File: config.mk
export PLATFORM = sky130hd
export DESIGN_NAME = gbnq_ram
export DESIGN_NICKNAME = d
export VERILOG_FILES = /design/src/hw/rtl/gbnq_ram.sv
export SDC_FILE = /design/constraint.sdc
export NUM_CORES = 1
export LEC_CHECK = 0
export ABC_AREA = 1
export BUFFER_PORTS_ARGS = -buffer_cell sky130_fd_sc_hd__buf_2
export CAP_MARGIN = 20
export CORE_MARGIN = 10
export CORE_UTILIZATION = 55
export CTS_CLUSTER_DIAMETER = 80
export DETAILED_ROUTE_END_ITERATION = 16
export PLACE_DENSITY = 0.73
export SLEW_MARGIN = 25
export SYNTH_ARGS = -nofsm -noshare
export SYNTH_HDL_FRONTEND = slang
export SYNTH_SLANG_ARGS = --single-unit
File: constraint.sdc
create_clock -name clk -period 1.4 [get_ports clk]
set_input_delay 0.21 -clock clk [delete_from_list [all_inputs] [get_ports clk]]
set_output_delay 0.21 -clock clk [all_outputs]
set_load 0.02 [all_outputs]
File: src/hw/rtl/gbnq_ram.sv
module gbnq_ram #(
  parameter int DEPTH = 16,
  parameter int WIDTH = 8,
  parameter int AW    = $clog2(DEPTH)
) (
  input  logic             clk,
  input  logic             we,
  input  logic [AW-1:0]    waddr,
  input  logic [WIDTH-1:0] wdata,
  input  logic [AW-1:0]    raddr,
  output logic [WIDTH-1:0] rdata
);

  logic [WIDTH-1:0] mem [DEPTH];
  logic [WIDTH-1:0] rdata_r;

  always_ff @(posedge clk) begin
    if (we) begin
      mem[waddr] <= wdata;
    end
    rdata_r <= mem[raddr];
  end

  assign rdata = rdata_r;

endmodule

==> impl_metrics.csv, run 1 <==
group,metric,value,unit
grt,grt_max_degree,65,
clocking,htree_levels,4,
sta,skew,0.00733,ns
setup_path,critPathBufInv,1,
grt,grt_pass1_wl,19900,µm
placement,numPortBuffers,25,
floorplanning,die_x,122,µm
setup_path,arrival,1.06,ns
clocking,insertion_delay,0.53,ns
setup_path,crit_chain,"buf_2",
finish,syn_to_final_growth,16.9,%
setup_path,cp-start-kind,"flop",
route,drc_errors,0,
logic_synthesis,synth-main-ff-cell,"edfxtp_1",
logic_synthesis,synthDominantCellAreaShare,66.7,%
grt,grt_pass1_vias,3680,
power_and_ir_drop,ir_worst_vdd,698,µV
sta,slew_viol_final,0,
logic_synthesis,yosysSeqAreaShare,69.4,%
clocking,postCtsHoldBufs,0,
finish,nets,616,
route,drt_iter0_drc,389,
clocking,cts_max_path_buffers,2,
route,num_vias,3824,
floorplanning,io-pin-count,26,
clocking,path_clk_slew,0.06,ns
sta,fmax,785,MHz
logic_synthesis,yosys_warnings,0,
power_and_ir_drop,leakagePower,2.97,nW
sta,fin_tns_setup,0,ns
logic_synthesis,yosysMostFrequentCell,"nand2_1",
route,ant_nets,0,
clocking,post_cts_resized,0,
setup_path,cp_data_required_time,1.19,ns
hold_path,min_path_type,"in2reg",
route,wirelength,12700,µm
route,wl_per_cell,17.0,µm
clocking,cts_inserted_buffers,17,
finish,num_antenna_cells,0,
grt,overflow,0,
setup_path,cpMaxStageDelayCell,"dfxtp_1",
logic_synthesis,synthCells,551,
sta,rsz0062_at_grt,"false",
logic_synthesis,async_flop_share,0,%
setup_path,critPathTopFamily,"flip-flops",
sta,fin_crit_sh,91.0,%
grt,antenna_found_initial,0,
logic_synthesis,yosys-top-cells-count,"nand2_1 (173), edfxtp_1 (128), inv_1 (100), nand3_1 (97), nor2_1 (17)",
floorplanning,fp.dieH,122,µm
finish,layoutNonFillerInstCount,747,
logic_synthesis,synth_nets,569,
clocking,cts_tree,"yes",
floorplanning,core_region_area,0.0103,mm²
placement,placedCellCount,715,
sta,worst_pin_slew,0.373,ns
floorplanning,start_util,56.1,%
logic_synthesis,synth_seq_cells,136,
route,via_per_inst,5.12,
logic_synthesis,synth.avg_cell_area,10.5,µm²
clocking,cts.sinks,136,
setup_path,criticalPathCategory,"reg2out",
clocking,ctsRootBufferMaster,"clkbuf_8",
sta,timing.final.crit_period,1.27,ns
outcome,status,"finished clean",
route,dr.pass1.iters,5,
logic_synthesis,synth_area_leaders,"edfxtp_1 (67%), nand2_1 (11%), nand3_1 (8.4%)",
setup_path,slowest_delay,0.36,ns
sta,setup_viol,0,
logic_synthesis,synth_top_area_cell,"edfxtp_1",
job,max_cap_violations,0,
logic_synthesis,netlist_area,0.00577,mm²
setup_path,end_kind,"output port",
floorplanning,rows,37,
sta,maxSlewHeadroom,75.2,%
clocking,cts_setup_buffers,0,
placement,dp_hpwl,8030,µm
logic_synthesis,synth_edf_count,128,
logic_synthesis,synth.distinct_cells,12,
floorplanning,die_area,0.0150,mm²
finish,drive_gt1_share,13.7,%
placement,globalplace.congestion,0.888,
grt,track_usage,17.8,%
finish,final.fill_count,818,
setup_path,cp_max_fo,1,
power_and_ir_drop,power_density,1440,mW/mm²
sta,hold_slack,0.0980,ns
sta,hold_violations,0,
==> layer usage <==
metal / vias to the layer above / track usage [%] / routed length [µm]
met5: - / 0 / 0
met4: 0 / 6.70 / 253
met3: 23 / 4.73 / 823
met1: 1815 / 22.4 / 5440
li1: 1867 / - / -
met2: 119 / 29.0 / 6200
==> metrics by stage <==
stage	util [%]	total power (W)	setup slack (ns)	cell area, µm²
final	65.6	0.00968	0.126	6740
after global routing	65.6	0.00998	0.102	6740
after global placement	59.7	0.00525	0.107	6140
after CTS	65.6	0.00972	0.116	6740
after floorplan	-	0.00501	0.239	5770
after detailed placement	59.7	0.00526	0.0789	6140
==> kinds of logic after synthesis <==
family                 after synthesis  synth area share [%]
DFF                                136                  69.4
buffers and inverters              126                  9.52
and+or+nand+nor                    289                  21.0
==> flip-flops by register name, indices dropped and copies added (netlist names) <==
signal,count
mem,128
rdata,8
==> cell usage in the layout, fill, tap and decap left out <==
cell type,instances
inv_2,2
clkbuf_8,6
nand3_1,97
clkbuf_16,16
clkbuf_1,2
clkinv_2,4
inv_1,100
buf_2,25
edfxtp_1,128
buf_4,24
clkinvlp_4,1
dfxtp_1,8
buf_12,3
nand3b_1,2
nor2_1,17
bufinv_16,3
nand2_1,173
==> power by group <==
group,total [W],internal (W),switching [W]
registers,0.00458,0.00455,0.0000281
clock network,0.00450,0.00294,0.00157
logic,0.000596,0.000181,0.000415
total,0.00968,0.00767,0.00201
==> final timing paths <==
path / from / endpoint / slack (ns) / cells after the start
worst max-delay path: rdata[7] / rdata[7] / 0.13 / 1
worst min-delay path: wdata[4] / mem[0][4] / 0.1 / 1
worst max register to register: mem[1][3] / rdata[3] / 0.37 / 6
worst min register to register: mem[15][4] / rdata[4] / 0.67 / 6
==> area by class of cell <==
class,count,area (µm²),area share (%)
multi-input combinational,289,1210,18.0
tap,136,170,2.52
clock buffer,24,490,7.27
inverter,102,383,5.68
clock inverter,8,118,1.74
sequential,136,4000,59.4
timing repair buffer,52,365,5.42
(Power assumes the default switching activity.)
==> run 2, diff against run 1 <==
Settings changed: CORE_UTILIZATION 55 to 61, PLACE_DENSITY 0.73 to 0.8.
==> run 2 against run 1 <==
Compared with the run above:
- cell area is 0.19% lower
- maximum frequency is 4.2% higher
- count of clock-buffer cells in the layout is 6 lower
==> impl_metrics.csv, run 2 (synthesis gave the netlist of run 1 again) <==
group,metric,value,unit
outcome,status,"finished clean",
sta,fin_ws,0.177,ns
route,dr.pass1.iters,5,
clocking,cts.sinks,136,
sta,rsz0062_at_grt,"false",
sta,slew_viol_final,0,
sta,skew,0.00456,ns
sta,fmax,818,MHz
finish,design_area,0.00673,mm²
setup_path,end_kind,"output port",
floorplanning,core_region_area,0.00924,mm²
finish,largest_register_ffs,128,
clocking,ctsRootBufferMaster,"clkbuf_8",
floorplanning,io-pin-count,26,
sta,timing.final.crit_period,1.22,ns
sta,fin_crit_sh,87.4,%
clocking,post_cts_resized,0,
finish,regMostFlops,"mem",
placement,placedCellCount,708,
floorplanning,fp.dieH,117,µm
placement,globalplace.congestion,0.880,
clocking,insertion_delay,0.52,ns
finish,nets,616,
route,via_per_inst,5.40,
clocking,cts_inserted_buffers,17,
route,ant_nets,0,
route,num_vias,3996,
grt,grt_max_degree,44,
clocking,path_clk_slew,0.06,ns
setup_path,cpMaxStageDelayCell,"dfxtp_1",
setup_path,slowest_delay,0.32,ns
floorplanning,rows,35,
sta,hold_violations,0,
sta,maxSlewHeadroom,77.2,%
floorplanning,die_x,117,µm
power_and_ir_drop,ir_worst_vdd,1060,µV
hold_path,min_path_type,"in2reg",
setup_path,cp_data_required_time,1.19,ns
clocking,postCtsHoldBufs,0,
grt,overflow,0,
route,wirelength,12800,µm
sta,worst_pin_slew,0.342,ns
route,wl_per_cell,17.4,µm
finish,layoutNonFillerInstCount,740,
grt,track_usage,20.5,%
floorplanning,die_area,0.0137,mm²
route,drc_errors,0,
sta,fin_tns_setup,0,ns
placement,dp_hpwl,7900,µm
placement,numPortBuffers,25,
finish,final_cell_mix,"nand2_1 (173), edfxtp_1 (128), inv_1 (100), nand3_1 (97), buf_2 (25)",
setup_path,criticalPathCategory,"reg2out",
finish,num_antenna_cells,0,
job,max_cap_violations,0,
setup_path,critPathTopFamily,"flip-flops",
finish,layout_commonest_cell,"nand2_1",
grt,grt_pass1_vias,4174,
finish,drive_gt1_share,13.9,%
setup_path,cp-start-kind,"flop",
grt,grt_pass1_wl,20900,µm
clocking,cts_max_path_buffers,2,
route,drt_iter0_drc,353,
setup_path,regToRegSetupSlack,0.39,ns
sta,setup_viol,0,
finish,fin_util,72.9,%
floorplanning,start_util,62.4,%
setup_path,cp_max_fo,1,
power_and_ir_drop,leakagePower,2.95,nW
clocking,htree_levels,4,
clocking,cts_setup_buffers,0,
placement,dpl_cell_area,0.00614,mm²
power_and_ir_drop,power_density,1420,mW/mm²
setup_path,critPathBufInv,1,
clocking,cts_tree,"yes",
setup_path,arrival,1.01,ns
setup_path,crit_chain,"buf_2",
grt,antenna_found_initial,0,
finish,syn_to_final_growth,16.7,%
placement,dp_slack,0.111,ns
[run 2: tightest hold or removal path: cells and delay by family]
family | cells | cell delay, ns
buf+inv | 1 | 0.18
simple gates | 2 | 0.16
[run 2: cell type report]
cell class                 count  area (µm²)
tap                          129         161
sequential                   136        4000
clock inverter                14         174
timing repair buffer          52         378
inverter                     102         383
fill                         605        2510
clock buffer                  18         418
multi-input combinational    289        1210
[run 2: path summary, 6_finish.rpt]
check | from | endpoint | cells past startpoint
worst max-delay path | rdata[7] | rdata[7] | 1
worst min-delay path | raddr[3] | rdata[5] | 3
worst max register to register | mem[0][6] | rdata[6] | 6
worst min register to register | mem[12][5] | rdata[5] | 6
[run 2: power breakdown]
part           internal [W]  switching (W)  leakage, nW
Sequential          0.00455      0.0000259         1.22
Clock               0.00272        0.00168        0.278
Combinational      0.000182       0.000414         1.45
[run 2: stage by stage]
stage | power, W | hold WS, ns
after floorplan | 0.00501 | 0.309
after global placement | 0.00523 | 0.589
after detailed placement | 0.00525 | 0.595
after CTS | 0.00959 | 0.0532
after global routing | 0.00987 | 0.0834
final | 0.00957 | 0.0742
[run 2: routing by layer]
| layer | wire length, µm | track usage [%] | share of wire [%] | vias up |
|---|---|---|---|---|
| li1 | - | - | - | 1868 |
| met1 | 4800 | 23.6 | 37 | 1875 |
| met2 | 6690 | 34.6 | 52 | 209 |
| met3 | 988 | 5.50 | 7.7 | 44 |
| met4 | 374 | 10.0 | 2.9 | 0 |
| met5 | 0 | 0 | 0 | - |
