<file path="config.mk">
export PLATFORM = sky130hd
export DESIGN_NAME = gbnq_ofs
export DESIGN_NICKNAME = d
export VERILOG_FILES = /design/src/hw/rtl/gbnq_pkg.sv /design/src/hw/rtl/gbnq_ofs.sv
export SDC_FILE = /design/constraint.sdc
export NUM_CORES = 1
export LEC_CHECK = 0
export BUFFER_PORTS_ARGS = -buffer_cell sky130_fd_sc_hd__buf_2
export CAP_MARGIN = 10
export CORE_AREA = 3 3 96 98
export DETAILED_ROUTE_END_ITERATION = 7
export DIE_AREA = 0 0 99 101
export MAX_ROUTING_LAYER = met4
export PLACE_DENSITY_LB_ADDON = 0.08
export SLEW_MARGIN = 0
export SYNTH_ARGS = -nofsm -noshare
export SYNTH_HDL_FRONTEND = slang
export SYNTH_SLANG_ARGS = --single-unit
</file>
<file path="constraint.sdc">
create_clock -name clk -period 14.46 [get_ports clk]
set_input_delay 3.615 -clock clk [delete_from_list [all_inputs] [get_ports clk]]
set_output_delay 3.615 -clock clk [all_outputs]
set_load 0.02 [all_outputs]
</file>
<file path="src/hw/rtl/gbnq_pkg.sv">
package gbnq_pkg;

  localparam int GRID_W      = 64;
  localparam int GRID_H      = 64;
  localparam int NUM_OBJECTS = 1024;
  localparam int MAX_REACH   = 28;
  localparam int MAX_RESULTS = 64;

  localparam int NODE_COUNT = NUM_OBJECTS + GRID_W * GRID_H;
  localparam int NODE_W     = $clog2(NODE_COUNT);
  localparam int XW         = (GRID_W > 1) ? $clog2(GRID_W) : 1;
  localparam int YW         = (GRID_H > 1) ? $clog2(GRID_H) : 1;

  // signed cell offset and chebyshev ring index
  localparam int OFS_W  = $clog2(MAX_REACH + 1) + 1;
  localparam int CH_W   = $clog2(MAX_REACH + 2);
  localparam int MAX_D2 = 2 * MAX_REACH * MAX_REACH;
  localparam int D2_W   = $clog2(MAX_D2 + 2);
  localparam int LIM_W  = 17;

  typedef logic [1:0] opcode_t;
  localparam opcode_t OP_MOVE   = 2'd0;
  localparam opcode_t OP_REMOVE = 2'd1;
  localparam opcode_t OP_QUERY  = 2'd2;

  localparam logic [1:0] CFG_GRID_WIDTH  = 2'd0;
  localparam logic [1:0] CFG_GRID_HEIGHT = 2'd1;
  localparam logic [1:0] CFG_WRAP_MODE   = 2'd2;

  typedef struct packed {
    logic init;
    logic adv;
  } ofs_ctl_t;

  typedef struct packed {
    logic                    vld;
    logic                    done;
    logic signed [OFS_W-1:0] dx;
    logic signed [OFS_W-1:0] dy;
  } ofs_sts_t;

endpackage

</file>
<file path="src/hw/rtl/gbnq_ofs.sv">
module gbnq_ofs (
  input  logic                          clk,
  input  logic                          rst_n,
  input  gbnq_pkg::ofs_ctl_t            ctl,
  input  logic [gbnq_pkg::LIM_W-1:0]    limit,
  output gbnq_pkg::ofs_sts_t            sts
);

  typedef enum logic [2:0] {
    O_SCAN = 3'b001,
    O_HOLD = 3'b010,
    O_DONE = 3'b100
  } ost_t;

  ost_t                          ost_r, ost_nxt;
  logic [gbnq_pkg::D2_W-1:0]     d2_r, d2_nxt;
  logic [gbnq_pkg::CH_W-1:0]     c_r, c_nxt;
  logic [gbnq_pkg::CH_W-1:0]     clo_r, clo_nxt;
  logic [gbnq_pkg::CH_W-1:0]     m_r, m_nxt;
  logic [2:0]                    pt_r, pt_nxt;

  logic [2*gbnq_pkg::CH_W-1:0]   csq, closq;
  logic [gbnq_pkg::D2_W-1:0]     d2_inc, t_rem;
  logic                          sq_hit;
  logic [gbnq_pkg::CH_W-1:0]     sq_root;
  logic [3:0]                    npt;
  logic signed [gbnq_pkg::OFS_W-1:0] cs, ms, dx, dy;

  assign csq    = c_r * c_r;
  assign closq  = clo_r * clo_r;
  assign d2_inc = d2_r + 1'b1;
  assign t_rem  = d2_r - gbnq_pkg::D2_W'(csq);

  // exact root of the remainder against the constant squares
  always_comb begin
    sq_hit  = 1'b0;
    sq_root = '0;
    for (int k = 0; k <= gbnq_pkg::MAX_REACH; k++) begin
      if (gbnq_pkg::D2_W'(k * k) == t_rem) begin
        sq_hit  = 1'b1;
        sq_root = gbnq_pkg::CH_W'(k);
      end
    end
  end

  assign cs = $signed(gbnq_pkg::OFS_W'(c_r));
  assign ms = $signed(gbnq_pkg::OFS_W'(m_r));

  // points of one (distance, ring) group, row order
  always_comb begin
    dx  = '0;
    dy  = '0;
    npt = 4'd8;
    if (c_r == '0) begin
      npt = 4'd1;
    end else if (m_r == c_r) begin
      npt = 4'd4;
      dx  = pt_r[0] ? cs : -cs;
      dy  = pt_r[1] ? cs : -cs;
    end else if (m_r == '0) begin
      npt = 4'd4;
      case (pt_r[1:0])
        2'd0: begin dx = '0;  dy = -cs; end
        2'd1: begin dx = -cs; dy = '0;  end
        2'd2: begin dx = cs;  dy = '0;  end
        default: begin dx = '0; dy = cs; end
      endcase
    end else begin
      case (pt_r)
        3'd0: begin dx = -ms; dy = -cs; end
        3'd1: begin dx = ms;  dy = -cs; end
        3'd2: begin dx = -cs; dy = -ms; end
        3'd3: begin dx = cs;  dy = -ms; end
        3'd4: begin dx = -cs; dy = ms;  end
        3'd5: begin dx = cs;  dy = ms;  end
        3'd6: begin dx = -ms; dy = cs;  end
        default: begin dx = ms; dy = cs; end
      endcase
    end
  end

  always_comb begin
    ost_nxt = ost_r;
    d2_nxt  = d2_r;
    c_nxt   = c_r;
    clo_nxt = clo_r;
    m_nxt   = m_r;
    pt_nxt  = pt_r;
    if (ctl.init) begin
      ost_nxt = O_SCAN;
      d2_nxt  = '0;
      c_nxt   = '0;
      clo_nxt = '0;
    end else begin
      case (ost_r)
        O_SCAN: begin
          if (gbnq_pkg::LIM_W'(d2_r) > limit || d2_r > gbnq_pkg::D2_W'(gbnq_pkg::MAX_D2)) begin
            ost_nxt = O_DONE;
          end else if (c_r > gbnq_pkg::CH_W'(gbnq_pkg::MAX_REACH) ||
                       gbnq_pkg::D2_W'(csq) > d2_r) begin
            // ring window slides up with the distance
            d2_nxt = d2_inc;
            if (gbnq_pkg::D2_W'({closq, 1'b0}) < d2_inc) begin
              clo_nxt = clo_r + 1'b1;
              c_nxt   = clo_r + 1'b1;
            end else begin
              c_nxt = clo_r;
            end
          end else if (sq_hit) begin
            m_nxt   = sq_root;
            pt_nxt  = '0;
            ost_nxt = O_HOLD;
          end else begin
            c_nxt = c_r + 1'b1;
          end
        end
        O_HOLD: begin
          if (ctl.adv) begin
            if (4'(pt_r) + 4'd1 == npt) begin
              c_nxt   = c_r + 1'b1;
              ost_nxt = O_SCAN;
            end else begin
              pt_nxt = pt_r + 1'b1;
            end
          end
        end
        O_DONE: begin
          ost_nxt = O_DONE;
        end
        default: begin
          ost_nxt = O_DONE;
        end
      endcase
    end
  end

  always_ff @(posedge clk) begin
    if (!rst_n) begin
      ost_r <= O_DONE;
    end else begin
      ost_r <= ost_nxt;
    end
    d2_r  <= d2_nxt;
    c_r   <= c_nxt;
    clo_r <= clo_nxt;
    m_r   <= m_nxt;
    pt_r  <= pt_nxt;
  end

  assign sts.vld  = (ost_r == O_HOLD);
  assign sts.done = (ost_r == O_DONE);
  assign sts.dx   = dx;
  assign sts.dy   = dy;

endmodule

</file>
==> flow_summary.yaml <==
status:
  outcome: "finished, final reports clean"
finish:
  drive_above_1_share_pct: 9.05
  final_nets: 830
  area_growth_syn_to_layout_pct: 4.48
  fin_area_um2: 5640
  diodes: 0
clock_network:
  cts_sinks: 32
  cts_resized: 0
  cts_tree: "built"
  path_clk_slew_ns: 0.07
  clock-root-buffer: "clkbuf_8"
  cts_hold_buf: 0
  h-tree-depth: 2
  clk_latency_ns: 0.29
  post-cts-setup-buffer-count: 0
  cts_buffer_depth: 2
  numCtsBuffers: 5
placement:
  place_area_um2: 5530
  gp_congestion: 0.969
  io_buffers: 34
  place_hpwl_um: 10700
setup_path:
  rr_startpoint: "c_r[2]"
  worst_setup_path_end_kind: "register"
  rrSetupSlack_ns: 7.21
  path_max_fanout: 15
  r2r_end: "m_r[1]"
  crit_path_start: "c_r[2]"
  r2r_cells: 22
  cp-start-kind: "register"
  cp_data_arrival_time_ns: 7.17
  critPathKind: "reg2reg"
  cp.required_ns: 14.38
  cp-endpoint: "m_r[1]"
power:
  sw_frac_of_total_pct: 32.0
  power_frac_seq_pct: 40.1
  power.share.combinational_pct: 25.5
  p_int_w: 0.000160
  clkPwrFrac_pct: 34.4
  irDropWorstVdd_mv: 0.0331
  p_sw_w: 0.0000750
  powerDensity_nw_per_um2: 41.6
  p_leak_nw: 2.51
timing:
  timing.fmax_ghz: 0.138
  finalSetupViolations: 0
  tightestPinTransition_ns: 1.06
  min_period_ns: 7.25
  worst_clock_skew_ns: 0.00886
  slew_viol_final: 0
  rsz0062_at_grt: "no"
  slew_headroom_pct: 29.3
  fin_crit_sh_pct: 50.1
  final.setup.tns_ns: 0
  final-hold-violation-count: 0
global_routing:
  grt_max_degree: 26
  grt_pass1_wl_um: 23600
  overflow: 0
  antenna_found_initial: 0
  grt_usage_pct: 29.0
  grt_pass1_vias: 4983
synthesis:
  synthTopCellsByArea: "ha_1 (15%), dfxtp_1 (8.9%), nor2_1 (6.1%)"
  synth_cell_types: 82
  synth_seq_cells: 32
  synthCells: 739
  synth_top_area_share_pct: 15.1
  syn-num-nets: 830
  synth-async-reset-ratio_pct: 0
  ys_warn_count: 0
  syn_avg_cell_area_um2: 7.30
  syn_area_um2: 5390
  yosysTopAreaCell: "ha_1"
  synth_edf_count: 8
  ys.flop_type: "dfxtp_1"
  yosysSeqAreaShare_pct: 13.4
min_path:
  holdPathStages: 2
  min_path_type: "reg2reg"
drt:
  wl_um: 13900
  via_count: 5373
  first_pass_iters: 5
  drc: 0
  ant_nets: 0
  drt-initial-drc-count: 316
  post_drt_wl_per_cell_um: 16.4
  vias_per_cell: 6.34
die:
  die_w_um: 99
  fp-row-count: 34
  coreArea_um2: 8550
  initial_core_util_pct: 63.1
  ios: 35
  die_area_um2: 10000
  die_y_um: 101
flow_run:
  maxCapViolCount: 0
## state kept, by name (all words and copies together) (netlist names)
name and cells:
d2_r 11, c_r 5, clo_r 5, m_r 5, ost_r 3, pt_r 3
## cells in the final DEF, fill, tap and decap left out, drive strengths merged, types with 7 or more instances in the layout
cell type / synthesis / layout
a211oi: 12 / 12
a21o: 14 / 14
a21oi: 63 / 63
a31oi: 8 / 8
and2: 8 / 8
and3: 9 / 9
buf: 10 / 37
clkbuf: 34 / 7
dfxtp: 24 / 24
edfxtp: 8 / 8
ha: 65 / 65
inv: 49 / 49
mux2i: 9 / 9
nand2: 58 / 58
nand2b: 7 / 7
nand3: 21 / 21
nand4: 7 / 7
nor2: 89 / 89
nor3: 26 / 26
nor3b: 9 / 9
o21ai: 25 / 25
o22ai: 9 / 9
or3: 10 / 10
xnor2: 37 / 37
xor2: 25 / 25
## power groups by stage
stage                     combinational, W  sequential [W]  clock (W)
final                            0.0000598       0.0000940  0.0000808
after global routing             0.0000654       0.0000941  0.0000852
after CTS                        0.0000587       0.0000940  0.0000819
after detailed placement         0.0000583       0.0000960          0
after global placement           0.0000577       0.0000960          0
after floorplan                  0.0000476       0.0000949          0
## area by class of cell
type	instances	area [um^2]
multi-input combinational	613	4300
fill	762	2920
sequential	32	721
timing repair buffer	37	193
inverter	50	188
tap	108	135
clock buffer	7	97.6
clock inverter	1	5.00
## worst min path at each step
stage | startpoint | end | slack [ns]
after detailed placement | d2_r[0] | d2_r[0] | 0.58
after global routing | d2_r[1] | d2_r[1] | 0.65
after floorplan | d2_r[0] | d2_r[0] | 0.54
after global placement | d2_r[0] | d2_r[0] | 0.57
after CTS | d2_r[0] | d2_r[0] | 0.60
final | d2_r[0] | d2_r[0] | 0.60
## logic make-up after synthesis
| logic type | after synthesis | synth area share (%) |
|---|---|---|
| fa+ha+maj | 70 | 16.9 |
| flops | 32 | 13.4 |
| xor+xnor | 62 | 10.5 |
| simple gates | 271 | 24.4 |
| mux | 12 | 2.37 |
| compound gates | 198 | 25.4 |
| buf+inv | 94 | 7.10 |
## routing by layer
layer	track usage, %	vias up	wire length [um]
met2	46.8	212	6400
met1	38.6	2475	6390
met5	-	-	0
li1	-	2661	-
met3	3.11	25	863
met4	7.98	0	278
## worst max-delay path, cell delays in order, from the launching register on
cell       delay (ns)
dfxtp_1          0.67
inv_1            0.32
fa_1             0.57
fa_1             0.52
inv_1            0.04
ha_1             0.27
a31o_2           0.24
ha_1             0.31
nor2b_1          0.14
o21a_1           0.18
or3_1            0.32
nand2_1          0.08
ha_1             0.30
or2_2            0.33
o311ai_2         0.28
nand2b_1         0.45
nand2_1          0.18
a311oi_1         0.33
o2111ai_1        0.16
o41ai_1          0.09
or2_1            0.34
nand2_1          0.14
nor3_1           0.60
## through the flow
stage / hold slack (ns) / setup WS (ns) / util, % / cells / power [W]
after floorplan: 0.545 / 8.09 / - / 739 / 0.000143
after global placement: 0.571 / 7.51 / 64.7 / 840 / 0.000154
after detailed placement: 0.585 / 7.29 / 64.7 / 840 / 0.000154
after CTS: 0.604 / 7.22 / 65.9 / 848 / 0.000235
after global routing: 0.651 / 6.74 / 65.9 / 848 / 0.000245
final: 0.602 / 7.21 / 65.9 / 848 / 0.000235
## cells in the mapped netlist (all sizes together), types with 7 or more instances
cell type  count
inv           49
o21ai         25
nor3b          9
edfxtp         8
a21o          14
or3           10
nand2         58
dfxtp         24
buf           10
a211oi        12
nor3          26
nor2          89
and2           8
mux2i          9
o22ai          9
a31oi          8
xnor2         37
nand3         21
clkbuf        34
xor2          25
a21oi         63
ha            65
and3           9
nand2b         7
nand4          7
Note: power is estimated with default switching activity, not from simulation.
